File: src/rtl/core/mmsw_pkg.sv
`timescale 1ns / 1ps

package mmsw_pkg;

    // Store depth and the widths that follow from it.
    localparam int MAX_SAMPLES = 32;
    localparam int IDX_W       = (MAX_SAMPLES > 1) ? $clog2(MAX_SAMPLES) : 1;
    localparam int CNT_W       = $clog2(MAX_SAMPLES + 1);

    // Field widths.
    localparam int SAMPLE_W = 16;
    localparam int SPAN_W   = 12;
    localparam int VCOUNT_W = 9;
    localparam int MEDIAN_W = 17;
    localparam int WINDOW_W = 18;
    localparam int OUT_W    = 64;

    localparam logic [SPAN_W-1:0] SPAN_RESET = SPAN_W'(160);

    // Controller states.
    typedef enum logic [2:0] {
        S_LOAD,
        S_SETTLE,
        S_CAND,
        S_CAP,
        S_WALK,
        S_RANK,
        S_DONE
    } t_state;

    // Commands from the controller to the datapath.
    typedef struct packed {
        logic load;
        logic cap;
        logic walk;
        logic next_cand;
        logic result_load;
    } t_cmd;

    // Status from the datapath to the controller.
    typedef struct packed {
        logic count_zero;
        logic j_done;
        logic i_last;
        logic out_free;
    } t_status;

endpackage

File: src/rtl/core/mmsw_datapath.sv
`timescale 1ns / 1ps

module mmsw_datapath (
    input  logic                            i_clk,
    input  logic                            i_rst_n,
    input  mmsw_pkg::t_cmd                  i_cmd,
    output mmsw_pkg::t_status               o_status,
    input  logic [mmsw_pkg::SAMPLE_W-1:0]   i_sample,
    input  logic                            i_sample_valid,
    input  logic                            i_cfg_valid,
    input  logic [mmsw_pkg::SPAN_W-1:0]     i_cfg_data,
    input  logic                            i_out_ready,
    output logic                            o_out_valid,
    output logic [mmsw_pkg::OUT_W-1:0]      o_out_data
);

    localparam int IDX_W = mmsw_pkg::IDX_W;
    localparam int CNT_W = mmsw_pkg::CNT_W;

    logic signed [mmsw_pkg::SAMPLE_W-1:0] r_mem [mmsw_pkg::MAX_SAMPLES];
    logic signed [mmsw_pkg::SAMPLE_W-1:0] r_rd_data;
    logic signed [mmsw_pkg::SAMPLE_W-1:0] r_cand;
    logic signed [mmsw_pkg::SAMPLE_W-1:0] r_lo;
    logic signed [mmsw_pkg::SAMPLE_W-1:0] r_hi;
    logic [IDX_W-1:0]                     r_cmp_idx;
    logic [CNT_W-1:0]                     r_count;
    logic [CNT_W-1:0]                     r_i;
    logic [CNT_W-1:0]                     r_j;
    logic [CNT_W-1:0]                     r_rank;
    logic                                 r_cmp_vld;
    logic                                 r_out_vld;
    logic [mmsw_pkg::SPAN_W-1:0]          r_span;
    logic [mmsw_pkg::OUT_W-1:0]           r_out_data;

    logic                                 full;
    logic                                 store_en;
    logic [IDX_W-1:0]                     rd_addr;
    logic                                 less;
    logic [CNT_W-1:0]                     half;
    logic [CNT_W-1:0]                     n_i;
    logic [CNT_W-1:0]                     n_rank_lo;
    logic signed [mmsw_pkg::MEDIAN_W-1:0] median;
    logic signed [mmsw_pkg::WINDOW_W-1:0] med_ext;
    logic signed [mmsw_pkg::WINDOW_W-1:0] span_x2;
    logic signed [mmsw_pkg::WINDOW_W-1:0] win_low;
    logic signed [mmsw_pkg::WINDOW_W-1:0] win_high;

    function automatic logic signed [mmsw_pkg::MEDIAN_W-1:0] MEDIAN_W_ext(
        input logic signed [mmsw_pkg::SAMPLE_W-1:0] v
    );
        MEDIAN_W_ext = mmsw_pkg::MEDIAN_W'(v);
    endfunction

    // Store control and the read address: the walk index while walking, else the candidate.
    assign full     = (r_count == CNT_W'(mmsw_pkg::MAX_SAMPLES));
    assign store_en = i_cmd.load && i_sample_valid && !full;
    assign rd_addr  = i_cmd.walk ? r_j[IDX_W-1:0] : r_i[IDX_W-1:0];

    // A walked sample ranks below the candidate if smaller, or equal and stored earlier.
    assign less = (r_rd_data < r_cand) ||
                  ((r_rd_data == r_cand) && (r_cmp_idx < r_i[IDX_W-1:0]));

    assign half      = r_count >> 1;
    assign n_i       = r_i + CNT_W'(1);
    assign n_rank_lo = r_rank + CNT_W'(1);

    // Median in 1/32 units: zero if empty, twice the middle for an odd count, sum of the middles otherwise.
    always_comb begin
        if (r_count == '0) begin
            median = '0;
        end else if (r_count[0]) begin
            median = {r_hi, 1'b0};
        end else begin
            median = MEDIAN_W_ext(r_lo) + MEDIAN_W_ext(r_hi);
        end
    end

    // Scale window around the median.
    assign med_ext  = mmsw_pkg::WINDOW_W'(median);
    assign span_x2  = $signed({{(mmsw_pkg::WINDOW_W - mmsw_pkg::SPAN_W - 1){1'b0}},
                               r_span, 1'b0});
    assign win_low  = med_ext - span_x2;
    assign win_high = med_ext + span_x2;

    // Sample store: one write port while loading, one registered read port.
    always_ff @(posedge i_clk) begin
        if (store_en) begin
            r_mem[r_count[IDX_W-1:0]] <= i_sample;
        end
        r_rd_data <= r_mem[rd_addr];
    end

    // Candidate, middle values, compare tag and the result payload.
    always_ff @(posedge i_clk) begin
        r_cmp_idx <= r_j[IDX_W-1:0];
        if (i_cmd.cap) begin
            r_cand <= r_rd_data;
        end
        if (i_cmd.next_cand) begin
            if (r_rank == half) begin
                r_hi <= r_cand;
            end
            if (n_rank_lo == half) begin
                r_lo <= r_cand;
            end
        end
        if (i_cmd.result_load) begin
            r_out_data <= {2'b00, win_high, win_low, median,
                           mmsw_pkg::VCOUNT_W'(r_count)};
        end
    end

    // Counters, rank, configuration and output valid.
    always_ff @(posedge i_clk) begin
        if (!i_rst_n) begin
            r_count   <= '0;
            r_i       <= '0;
            r_j       <= '0;
            r_rank    <= '0;
            r_cmp_vld <= 1'b0;
            r_out_vld <= 1'b0;
            r_span    <= mmsw_pkg::SPAN_RESET;
        end else begin
            if (i_cfg_valid) begin
                r_span <= i_cfg_data;
            end
            if (i_cmd.result_load) begin
                r_count <= '0;
                r_i     <= '0;
            end else begin
                if (store_en) begin
                    r_count <= r_count + CNT_W'(1);
                end
                if (i_cmd.next_cand) begin
                    r_i <= n_i;
                end
            end
            if (i_cmd.cap) begin
                r_j <= '0;
            end else if (i_cmd.walk) begin
                r_j <= r_j + CNT_W'(1);
            end
            r_cmp_vld <= i_cmd.walk;
            if (i_cmd.cap) begin
                r_rank <= '0;
            end else if (r_cmp_vld && less) begin
                r_rank <= r_rank + CNT_W'(1);
            end
            if (i_cmd.result_load) begin
                r_out_vld <= 1'b1;
            end else if (i_out_ready) begin
                r_out_vld <= 1'b0;
            end
        end
    end

    // Status to the controller.
    assign o_status.count_zero = (r_count == '0);
    assign o_status.j_done     = (r_j == r_count);
    assign o_status.i_last     = (n_i == r_count);
    assign o_status.out_free   = !r_out_vld || i_out_ready;

    assign o_out_valid = r_out_vld;
    assign o_out_data  = r_out_data;

endmodule

File: src/rtl/core/mmsw_ctrl.sv
`timescale 1ns / 1ps

module mmsw_ctrl (
    input  logic              i_clk,
    input  logic              i_rst_n,
    input  logic              i_in_valid,
    input  logic              i_in_last,
    output logic              o_in_ready,
    input  mmsw_pkg::t_status i_status,
    output mmsw_pkg::t_cmd    o_cmd
);

    mmsw_pkg::t_state r_state;
    mmsw_pkg::t_state n_state;

    // State register.
    always_ff @(posedge i_clk) begin
        if (!i_rst_n) begin
            r_state <= mmsw_pkg::S_LOAD;
        end else begin
            r_state <= n_state;
        end
    end

    // Next state and commands. Each candidate is read, captured, ranked by a walk
    // over the store, and then kept if it sits at a middle rank.
    always_comb begin
        n_state    = r_state;
        o_cmd      = '0;
        o_in_ready = 1'b0;
        case (r_state)
            mmsw_pkg::S_LOAD: begin
                o_in_ready = 1'b1;
                o_cmd.load = i_in_valid;
                if (i_in_valid && i_in_last) begin
                    n_state = mmsw_pkg::S_SETTLE;
                end
            end
            mmsw_pkg::S_SETTLE: begin
                if (i_status.count_zero) begin
                    n_state = mmsw_pkg::S_DONE;
                end else begin
                    n_state = mmsw_pkg::S_CAND;
                end
            end
            mmsw_pkg::S_CAND: begin
                n_state = mmsw_pkg::S_CAP;
            end
            mmsw_pkg::S_CAP: begin
                o_cmd.cap = 1'b1;
                n_state   = mmsw_pkg::S_WALK;
            end
            mmsw_pkg::S_WALK: begin
                if (!i_status.j_done) begin
                    o_cmd.walk = 1'b1;
                end else begin
                    n_state = mmsw_pkg::S_RANK;
                end
            end
            mmsw_pkg::S_RANK: begin
                o_cmd.next_cand = 1'b1;
                if (i_status.i_last) begin
                    n_state = mmsw_pkg::S_DONE;
                end else begin
                    n_state = mmsw_pkg::S_CAND;
                end
            end
            mmsw_pkg::S_DONE: begin
                if (i_status.out_free) begin
                    o_cmd.result_load = 1'b1;
                    n_state           = mmsw_pkg::S_LOAD;
                end
            end
            default: begin
                n_state = mmsw_pkg::S_LOAD;
            end
        endcase
    end

endmodule

File: src/rtl/core/masked_median_scale_window_core.sv
`timescale 1ns / 1ps

// Median of a masked series of temperature samples, with a scale window.
// Input stream: one sample per request; tdata holds the signed sample in 1/16
// degree units, tuser[0] says the sample is present, tlast closes the series.
// Missing samples are skipped; at most 32 present samples are kept per series.
// Output stream: one request per series with the count, the median in 1/32
// degree units and the window median -/+ twice half_span.
// Configuration: a write on the cfg channel sets half_span; it is always ready.
// Throughput: samples load one per cycle while a series is loading. After the
// last sample the store is ranked candidate by candidate, each candidate taking
// a read, a capture, a walk over the n stored samples and a rank check; the
// result request is presented once every candidate is ranked. The single read
// port of the sample store makes this ranking serial. No sample is taken
// meanwhile.
// Stall: the result waits in an output register; the next series may load
// while it waits, and its own result is held back until the register is free.
// Reset (synchronous, active low) empties the store, drops any pending result
// and sets half_span to 160.

module masked_median_scale_window_core (
    input  logic        i_clk,
    input  logic        i_rst_n,
    input  logic        s_axis_tvalid,
    output logic        s_axis_tready,
    input  logic [15:0] s_axis_tdata,   // [15:0] sample_value
    input  logic [0:0]  s_axis_tuser,   // [0] sample_valid
    input  logic        s_axis_tlast,   // last_sample
    output logic        m_axis_tvalid,
    input  logic        m_axis_tready,
    // [8:0] valid_count, [25:9] median_value, [43:26] window_low,
    // [61:44] window_high, [63:62] zero
    output logic [63:0] m_axis_tdata,
    input  logic        i_cfg_valid,
    output logic        o_cfg_ready,
    input  logic [11:0] i_cfg_data      // half_span
);

    mmsw_pkg::t_cmd    cmd;
    mmsw_pkg::t_status status;

    // Configuration writes are taken at once.
    assign o_cfg_ready = 1'b1;

    mmsw_ctrl u_ctrl (
        .i_clk      (i_clk),
        .i_rst_n    (i_rst_n),
        .i_in_valid (s_axis_tvalid),
        .i_in_last  (s_axis_tlast),
        .o_in_ready (s_axis_tready),
        .i_status   (status),
        .o_cmd      (cmd)
    );

    mmsw_datapath u_datapath (
        .i_clk          (i_clk),
        .i_rst_n        (i_rst_n),
        .i_cmd          (cmd),
        .o_status       (status),
        .i_sample       (s_axis_tdata),
        .i_sample_valid (s_axis_tuser[0]),
        .i_cfg_valid    (i_cfg_valid),
        .i_cfg_data     (i_cfg_data),
        .i_out_ready    (m_axis_tready),
        .o_out_valid    (m_axis_tvalid),
        .o_out_data     (m_axis_tdata)
    );

endmodule

File: config.mk
export PLATFORM = sky130hd
export DESIGN_NAME = masked_median_scale_window_core
export DESIGN_NICKNAME = d
export VERILOG_FILES = /design/src/rtl/core/mmsw_pkg.sv /design/src/rtl/core/mmsw_datapath.sv /design/src/rtl/core/mmsw_ctrl.sv /design/src/rtl/core/masked_median_scale_window_core.sv
export SDC_FILE = /design/constraint.sdc
export NUM_CORES = 1
export LEC_CHECK = 0
export BUFFER_PORTS_ARGS = -buffer_cell sky130_fd_sc_hd__buf_4
export CAP_MARGIN = 20
export CORE_AREA = 2 2 325 359
export DETAILED_ROUTE_END_ITERATION = 12
export DIE_AREA = 0 0 327 361
export GPL_TIMING_DRIVEN = 0
export HOLD_SLACK_MARGIN = 0.15
export SLEW_MARGIN = 10
export SYNTH_ARGS = -nofsm -noshare
export SYNTH_HDL_FRONTEND = slang
export SYNTH_HIERARCHICAL = 1
export SYNTH_SLANG_ARGS = --single-unit
File: constraint.sdc
create_clock -name i_clk -period 4.2 [get_ports i_clk]
set_input_delay 0.21 -clock i_clk [delete_from_list [all_inputs] [get_ports i_clk]]
set_output_delay 0.21 -clock i_clk [all_outputs]
set_load 0.05 [all_outputs]
**Yosys cells after proc, flatten, opt, wreduce, memory -nomap -nowiden**

Memory sizes are Yosys's and may differ from the RTL's. A register that Yosys moved wholly into a read port is not among the register bits.
Cells that the tools add are included.

- Memories: 1
- Output and inout port bits: 67
- Logic and storage cells: 77
- Flip-flop bits (word level): 153
- RAM bits: 512
- Bits of input ports: 35

- Multiplexer cells: 21
- Order comparisons: 2
- Add/subtract/negate cells: 7
- Equal/unequal tests: 15
- Bitwise logic cells: 1
- Reductions and logical operators: 17

Memory list:

| name | depth | bits a word | rd ports | clocked after Yosys merged registers in | write ports | RTL line | RTL |
|---|---|---|---|---|---|---|---|
| u_datapath.r_mem | 32 | 16 | 1 | 1 | 1 | mmsw_datapath.sv:20 | `logic signed [mmsw_pkg::SAMPLE_W-1:0] r_mem [mmsw_pkg::MAX_SAMPLES];` |

Operators with widths:

| cell | count |
|---|---|
| $mux 17 | 2 |
| $add 6x1->6 const B | 4 |
| $pmux 3 s7 | 1 |
| $add 17x14->18 | 1 |
| $sub 17x14->18 | 1 |
| $add 16x16->17 | 1 |
| $eq 16x16->1 | 1 |
| $lt 16x16->1 | 1 |
| $mux 3 | 5 |
| $eq 6x5->1 | 2 |
| $eq 6x6->1 | 2 |
| $mux 1 | 12 |
| $eq 3x3->1 const B | 3 |
| $eq 3x2->1 const B | 2 |
| $eq 6x6->1 const B | 1 |
| $logic_not 6->1 | 1 |
| $logic_and 1x1->1 | 5 |
| $lt 5x5->1 | 1 |
| $mux 5 | 1 |
| $ne 2x1->1 const B | 2 |
| $reduce_and 2->1 | 2 |
| $reduce_or 2->1 | 2 |
| $eq 3x1->1 const B | 1 |
| $logic_not 3->1 | 1 |
| 6 further kinds | 8 |

**Longest topological paths before layout**

Gate-level depths: netlist (run 1).

- Word-level depth: 6
- Depth in mapped cells: 19
- Gate-level depth less buffers: 19

**Modules after synthesis**

Netlist (run 1), hierarchy kept.

By module, submodules not included:

| module | cells each | area an instance (µm²) | times used | sequential area each (µm²) |
|---|---|---|---|---|
| mmsw_datapath | 1733 | 28135.7 | 1 | 19678.9 |
| mmsw_ctrl | 30 | 225.2 | 1 | 60.1 |
| masked_median_scale_window_core | 2 | 11.3 | 1 | 0.0 |

**Worst setup path after synthesis (run 1)**

Ideal clock, no wire load.

- Path kind: register to register
- From: reg u_ctrl.r_state[1]
- To: mem u_datapath/r_mem[11][0] (netlist name), enable pin
- Setup time: 0.409 ns
- Period minus slack after synthesis: 4.248 ns
- Path buffers: 1
- Stages on the path, launching flop included: 8
- Required time: 3.791 ns
- Arrival time: 3.838 ns
- Path slack: -0.048 ns
- Path through: dfxtp_1 > buf_6 > nor3_1 > and2_1 > nand2_1 > a31oi_1 > nand2_1 > nor3_1

RTL lines:

| item | RTL line | RTL |
|---|---|---|
| start, declared | mmsw_ctrl.sv:13 | `mmsw_pkg::t_state r_state;` |
| start signal, assigned | mmsw_ctrl.sv:19 | `r_state <= mmsw_pkg::S_LOAD;` |
| start signal, assigned | mmsw_ctrl.sv:21 | `r_state <= n_state;` |
| end, declared | mmsw_datapath.sv:20 |  |

==> run metrics, run 1 <==
Yosys warning count=6; worst r2r path cells=15; Clock Latency Late Sink=around 0.63 ns; RR Endpoint=u_datapath/r_rd_data[11]; Max Fclk=around 0.25 GHz; initial core utilization=24.88%; EDFF count, synth=between 600 and 700; CP Cell Sequence=clkbuf_8 > clkbuf_4 > xnor2_1 > nand4_1 > nor3_2 > nor3_2 > buf_2 > mux2i_1 > buf_4 > buf_4 > mux4_2 > nand2_1 > nand3_1 > nand3_1 > o21ai_1; WL/cell=~18 um; Synth area leaders=edfxtp_1 65%, mux4_2 10%, dfxtp_1 4.4%; Syn Std Cell Area=roughly 0.028 mm^2; fin crit share=94.42%; FFs w/ async S/R, synth=0%; Worst setup EP type=flip-flop; clk_skew=between 0.02 and 0.03 ns; Critical path origin=u_datapath/r_count[0]; CP arrival=~4.4 ns; Maximum Capacitance Violations=0; headroom to the max-slew limit=36.72%; CP delay by family, top=buffers and inverters; Ports=102; CTS Buffer Depth=3; DRT met1 WL=around 29,000 um; critical path class=reg2reg; Via density=4.373; Initial DRC Count=about 1,200; number of H-tree levels=3; Max stage delay on crit path=approximately 0.56 ns; pin count of the biggest net entering global routing=34; Seq/Total Area, Yosys=69.57%; Tmin final=between 3 and 4 ns; Power Density=roughly 420 mW/mm^2; Final nets=2,125; commonest non-fill, non-tap cell in the layout=edfxtp_1; DR WL met3=around 4000 um; CTS tree=done; Met2 Wirelength=around 31,000 um; Synth top area share=approximately two thirds; layout cells sized above 1=between 20% and 30%; Post-route DRC=0; Pleak=11.98 nW; final setup fails=0; Rows=130; die height=361 um; Yosys reg bits=just under 700; RSZ-0062 raised after global routing=no; final worst slack=between 0.2 and 0.25 ns; First-pass DRT Iterations=5; post-synth top area cell=edfxtp_1; vias in the first global route=15,710; Place WS=-0.8043 ns; most frequent cells in the layout=616 x edfxtp_1, 196 x nand2_1, 128 x mux4_2; Num CTS Buffers=72; distinct cell type count after synthesis=74; fin. max-slew vios=0; Final Hold Vio Count=0; Avg Inst Size Synth=16.07 um^2; slowest CP cell=mux4_2; WL final=approximately 65,000 um; detailed placement HPWL=between 40,000 and 50,000 um; crit-path max FO=10; DR top layer=met4; Die W=327 um; Core Box Area=roughly 0.11 mm^2; GRT Total Usage=about 11%; Post-Syn Instances=between 1,500 and 2,000; CTS root buf=clkbuf_16; RR Startpoint=u_datapath/r_count[0]; DIE AREA=0.1180 mm^2; run status=complete, no violations; global route overflow=0; Worst Tran Pin Value=between 0.9 and 1 ns; gpl congestion=between 0.8 and 0.9; worst hold path class=in2reg; Syn-to-layout area delta=21.98%; Reg clk slew, reported paths=0.06 ns; Worst path depth=15; I/O Buffers=94; Synth Flop Type=edfxtp_1; Bufs and invs on worst path=5; Via Count=15,710; Hold WS=about 0.37 ns; r2r setup slk=0.23 ns; crit start category=flip-flop; antenna fix cells=0; initial antenna violation count=0; global-route wire length before repair=about 98,000 um; Sink Count=678; Critical Path End=u_datapath/r_rd_data[11]; Worst VDD drop=between 200 and 300 uV; Antenna Nets Post-Route=0; worst endpoint required time=4.67 ns
stage by stage:
step                      cell area [um^2]  std cells  util, %  TNS (ns)  power (W)
after global placement               31010       3381    27.19   -201.00   0.008271
after floorplan                      28400       1769        -    -1.525   0.008008
final                                34610       3592    30.35         0    0.01453
after global routing                 34610       3592    30.35         0    0.01502
after CTS                            34490       3591    30.25         0    0.01467
after detailed placement             31590       3418    27.70    -19.31   0.008287
cells in the mapped netlist, types with 6 or more instances:
master / count
nand4_1: 12
o21bai_1: 6
mux4_2: 128
a211oi_1: 6
nor2_1: 87
nand3_1: 91
dfxtp_1: 62
xnor2_1: 38
mux2i_1: 22
nand2_1: 196
a21o_1: 10
a21oi_1: 45
o21ai_1: 26
nor2b_1: 21
nor3_1: 27
buf_4: 11
buf_1: 16
xor2_1: 30
o21ai_0: 19
and3_1: 10
nand2b_1: 16
edfxtp_1: 616
or3_1: 8
clkbuf_1: 35
ha_1: 71
inv_1: 58
buf_2: 17
worst min-delay path by stage:
stage | start | to | slack, ns | cells past startpoint
CTS | s_axis_tvalid | u_datapath/r_mem[0][12] | 0.34 | 4
detailed placement | u_datapath/r_rd_data[0] | u_datapath/r_cand[0] | 0.42 | 0
global placement | u_datapath/r_rd_data[0] | u_datapath/r_cand[0] | 0.42 | 0
global route | i_cfg_data[5] | u_datapath/r_span[5] | 0.41 | 4
floorplan | s_axis_tdata[0] | u_datapath/r_mem[0][0] | 0.31 | 0
finish | s_axis_tvalid | u_datapath/r_count[0] | 0.37 | 6
worst reg2reg max path, cell delays in order, from the launching register on:
cell and delay [ns]:
dfxtp_4 0.44, clkbuf_8 0.23, clkbuf_4 0.27, xnor2_1 0.11
nand4_1 0.09, nor3_2 0.07, nor3_2 0.25, buf_2 0.24
mux2i_1 0.33, buf_4 0.30, buf_4 0.29, mux4_2 0.57
nand2_1 0.09, nand3_1 0.11, nand3_1 0.27, o21ai_1 0.16
report_power, final:
group          switching, W  internal [W]  total (W)
registers         0.0000299       0.00742    0.00745
logic              0.000471      0.000283   0.000754
clock network       0.00266       0.00367    0.00632
kinds of logic after synthesis:
kind of cell / count (synthesis) / share of synthesized area [%]
flops: 678 / 69.57
xor+xnor: 69 / 2.156
simple gates: 496 / 8.194
compound gates: 153 / 3.537
fa+ha+maj: 74 / 3.343
other cells: 2 / 0.02647
mux: 151 / 10.98
buf+inv: 142 / 2.196
layout make-up:
class | instances | area, um^2
buffer | 79 | 446.7
inverter | 60 | 230.2
timing repair buffer | 176 | 1598
sequential | 678 | 19740
tap | 1518 | 1899
clock buffer | 90 | 1921
fill | 11170 | 79410
multi-input combinational | 949 | 8315
clock inverter | 42 | 455.4
flip-flops by register name, indices dropped and copies added (netlist names):
| name | count |
|---|---|
| u_ctrl/r_state | 3 |
| u_datapath/o_out_data | 56 |
| u_datapath/o_out_valid | 1 |
| u_datapath/r_cand | 16 |
| u_datapath/r_cmp_idx | 5 |
| u_datapath/r_cmp_vld | 1 |
| u_datapath/r_count | 6 |
| u_datapath/r_hi | 16 |
| u_datapath/r_i | 6 |
| u_datapath/r_j | 6 |
| u_datapath/r_lo | 16 |
| u_datapath/r_mem | 512 |
| u_datapath/r_rank | 6 |
| u_datapath/r_rd_data | 16 |
| u_datapath/r_span | 12 |
layer usage:
layer  up-vias  global-route usage [%]
met1      7946                   14.55
met4         0                   3.328
met2       439                   17.70
li1       7229                       -
met5         -                       0
met3        95                   2.089
repair_timing:
action | 4_1_cts | 5_1_grt
endpoints found under the setup margin | 48 | 28
pin swaps | 2 | 7
buffers inserted | 1 | 3
hold endpoints to repair | 545 | 0
gates resized for setup | 36 | 35
hold buffers | 41 | 0
No activity file was read; power rests on OpenSTA's default activity.
==> run 2, diff against run 1 <==
Settings changed: CAP_MARGIN 20 to not set, CORE_AREA 2 2 325 359 to 2 2 326 360, DIE_AREA 0 0 327 361 to 0 0 328 362, SYNTH_HIERARCHICAL 1 to not set.
==> run metrics, run 2 <==
run status=complete, no violations; multi-input gate area in the final layout=0.008526 mm^2 (+2.5%); most frequent cells in the layout=616 x edfxtp_1, 510 x nand2_1, 154 x nand3_1; Worst setup EP type=flip-flop; initial core utilization=24.78% (-0.10 points); WL/cell=19.89 um (+10%); Initial DRC Count=2,006 (+65%); Via density=4.681 (+7.0%); worst hold path class=in2reg; largest family of logic cells by synthesized area=simple AND/OR/NAND/NOR gates; max reg flops=512 (unchanged); Num CTS Buffers=71 (-1.4%); global-route wire length before repair=119,500 um (+22%); complex-gate fraction of the synthesized area=8.514% (+5.0 points); Via Count=19,220 (+22%); Post-route DRC=0 (unchanged); crit start category=flip-flop; clk_skew=0.03163 ns (+0.004332 ns); dpl cells=3,902 (+14%); Maximum Capacitance Violations=0 (unchanged); Clock Latency Late Sink=0.64 ns (about the same); Bufs and invs on worst path=0 (-5); Die W=328 um (+0.31%); CP most frequent cell=nor2_2; CP Cell Sequence=ha_1 > a211o_1 > a2111oi_4 > nor2_2 > a21oi_1 > o21bai_1 > xor2_1 > mux2i_1 > nor2_2 > ha_2 > nor3b_1 > a21oi_2 > o41a_1 > a21bo_2 > nor4b_4 > xnor2_1; xor and xnor fraction of the mapped netlist area=2.209% (+0.052 points); RSZ-0062 raised after global routing=yes; multiplexer share of the synthesized area=0.8326% (-10 points); CP arrival=4.47 ns (+0.04 ns); die height=362 um (+0.28%); global route overflow=0 (unchanged); vias in the first global route=18,390 (+17%); crit-path max FO=5 (-5); Antenna Nets Post-Route=0 (unchanged); Ports=102 (unchanged); DIE AREA=0.1187 mm^2 (+0.58%); final setup fails=0 (unchanged); most common cell in the synthesized netlist=edfxtp_1; Core Box Area=0.1152 mm^2 (+1.1%); Final Hold Vio Count=0 (unchanged); synth cell count leaders=616 x edfxtp_1, 511 x nand2_1, 155 x nand3_1; commonest non-fill, non-tap cell in the layout=edfxtp_1; worst r2r path cells=16 (+1); fin. max-slew vios=0 (unchanged); GRT Total Usage=13.42% (+2.6 points); Sink Count=678 (unchanged); Tmin final=4.140 ns (+0.1745 ns); CP delay by family, top=compound AO/OA/AOI/OAI gates; Rows=131 (+0.77%); Final nets=2,631 (+24%); layout cells sized above 1=17.83% (-6.5 points); Layout Cells excl Fill=4,106 (+14%); Hold WS=0.2778 ns (-0.09528 ns); Yosys reg bits=678 (unchanged); CTS root buf=clkbuf_16; Pleak=12.20 nW (+1.8%); simple-gate share of the synthesized area=12.97% (+4.8 points); post-synth top area cell=edfxtp_1; Place WS=-1.753 ns (-0.9490 ns); Worst Tran Pin Value=1.223 ns (+0.2735 ns); FILL cells=11,510 (+3.1%); final worst slack=0.06005 ns (-0.1745 ns); Synth area leaders=edfxtp_1 65%, nand2_1 6.7%, dfxtp_1 4.3%; Worst path depth=16 (+1); EDFF count, synth=616 (unchanged); CTS Buffer Depth=3 (unchanged); hold path depth=5 (-1); Avg Inst Size Synth=12.75 um^2 (-21%); Reg clk slew, reported paths=0.06 ns (about the same); WL final=81,680 um (+26%); Yosys warning count=0 (-6); Syn-to-layout area delta=23.57%; Synth top area share=64.79% (-0.41 points); Seq/Total Area, Yosys=69.13% (-0.44 points); slowest CP cell=edfxtp_1; area taken by flip-flops and latches=0.01974 mm^2 (about the same); First-pass DRT Iterations=6 (+1); Power Density=432.2 mW/mm^2 (+3.0%); pin count of the biggest net entering global routing=33 (-2.9%); distinct cell type count after synthesis=74 (unchanged); FFs w/ async S/R, synth=0% (unchanged); Post-Syn Instances=2,240 (+27%); Post-Synth Adder-Cell Area=3.322% (-0.021 points); worst endpoint required time=4.53 ns (-0.14 ns); gpl congestion=0.8544 (-0.74%); Syn Std Cell Area=0.02855 mm^2 (+0.64%); Max stage delay on crit path=0.40 ns (-0.16 ns); fin crit share=98.57% (+4.2 points); final core occ=30.62% (+0.27 points); initial antenna violation count=2 (+2); Max Fclk=0.2415 GHz (-4.2%); Worst VDD drop=286.9 uV (+12%); headroom to the max-slew limit=18.49% (-18 points); detailed placement HPWL=55,140 um (+24%); Synth Flop Type=edfxtp_1; critical path class=reg2reg; number of H-tree levels=3 (unchanged); I/O Buffers=94 (unchanged); CTS tree=done
run 2: changes by cell type in the layout (fill, tap and decap cells not counted), moves of 26 or more:
cell and change:
a32oi_1 +64, a21oi_1 +64, mux4_2 -128, nand2_1 +314, buf_4 +27, clkbuf_1 +32
a31oi_1 +53, buf_2 +26, nand3_1 +64
run 2: what timing repair did:
item                       in CTS  in global routing
setup buffers                  16                 27
resized for setup              63                 55
pin swaps                      10                 29
cloned                          0                  0
setup endpoints to repair      33                 23
hold endpoints to repair      531                  0
hold buffers                   38                  0
run 2: per-layer routing:
| metal | share of wire, % | GRT usage, % |
|---|---|---|
| met1 | 42 | 18.12 |
| met2 | 46 | 21.52 |
| met3 | 9.0 | 2.800 |
| met4 | 3.1 | 4.110 |
| met5 | 0.015 | 0 |
run 2: final cells by class:
| type | count | area share, % |
|---|---|---|
| diodes | 2 | 0.01418 |
| plain buffers | 127 | 1.929 |
| clock buffers | 98 | 5.621 |
| clock inverters | 28 | 0.9894 |
| inverters | 58 | 0.6170 |
| multi-input cells | 1378 | 24.16 |
| flip-flops and latches | 678 | 55.96 |
| well taps | 1529 | 5.422 |
| repair buffers | 208 | 5.287 |
run 2: kinds of logic (layout without fill, tap and decap cells):
group | Yosys count | after routing
compound gates | 349 | 349
simple gates | 855 | 855
xor+xnor | 72 | 72
mux | 22 | 22
buf+inv | 188 | 519
other cells | 2 | 8
fa+ha+maj | 74 | 74
flops | 678 | 678
run 2: path summary, 6_finish.rpt:
| path | to | startpoint | slack [ns] |
|---|---|---|---|
| hold / removal | u_datapath.r_count[0] | s_axis_tvalid | 0.28 |
| setup reg to reg | u_datapath.o_out_data[60] | u_datapath.r_lo[1] | 0.06 |
| hold reg to reg | u_datapath.r_cmp_idx[2] | u_datapath.r_j[2] | 0.35 |
| setup / recovery | u_datapath.o_out_data[60] | u_datapath.r_lo[1] | 0.06 |
run 2: stage by stage:
stage	total power, W	cell area (um^2)	TNS (ns)
detailed placement	0.008802	31760	-25.16
global placement	0.008777	31190	-168.92
finish	0.01525	35280	0
floorplan	0.008338	28570	0
global route	0.01569	35280	-0.7577
CTS	0.01525	34870	0
run 2: worst register-to-register path: stages, from the launching register on:
cell and delay (ns):
edfxtp_1 0.40, ha_1 0.33, a211o_1 0.36, a2111oi_4 0.37
nor2_2 0.10, a21oi_1 0.16, o21bai_1 0.08, xor2_1 0.13
mux2i_1 0.10, nor2_2 0.26, ha_2 0.38, nor3b_1 0.31
a21oi_2 0.10, o41a_1 0.16, a21bo_2 0.25, nor4b_4 0.28
xnor2_1 0.10
run 2: report_power, final:
part / total, W / internal, W / switching (W)
Clock: 0.00637 / 0.00370 / 0.00268
Combinational: 0.00136 / 0.000495 / 0.000864
Sequential: 0.00752 / 0.00748 / 0.0000423
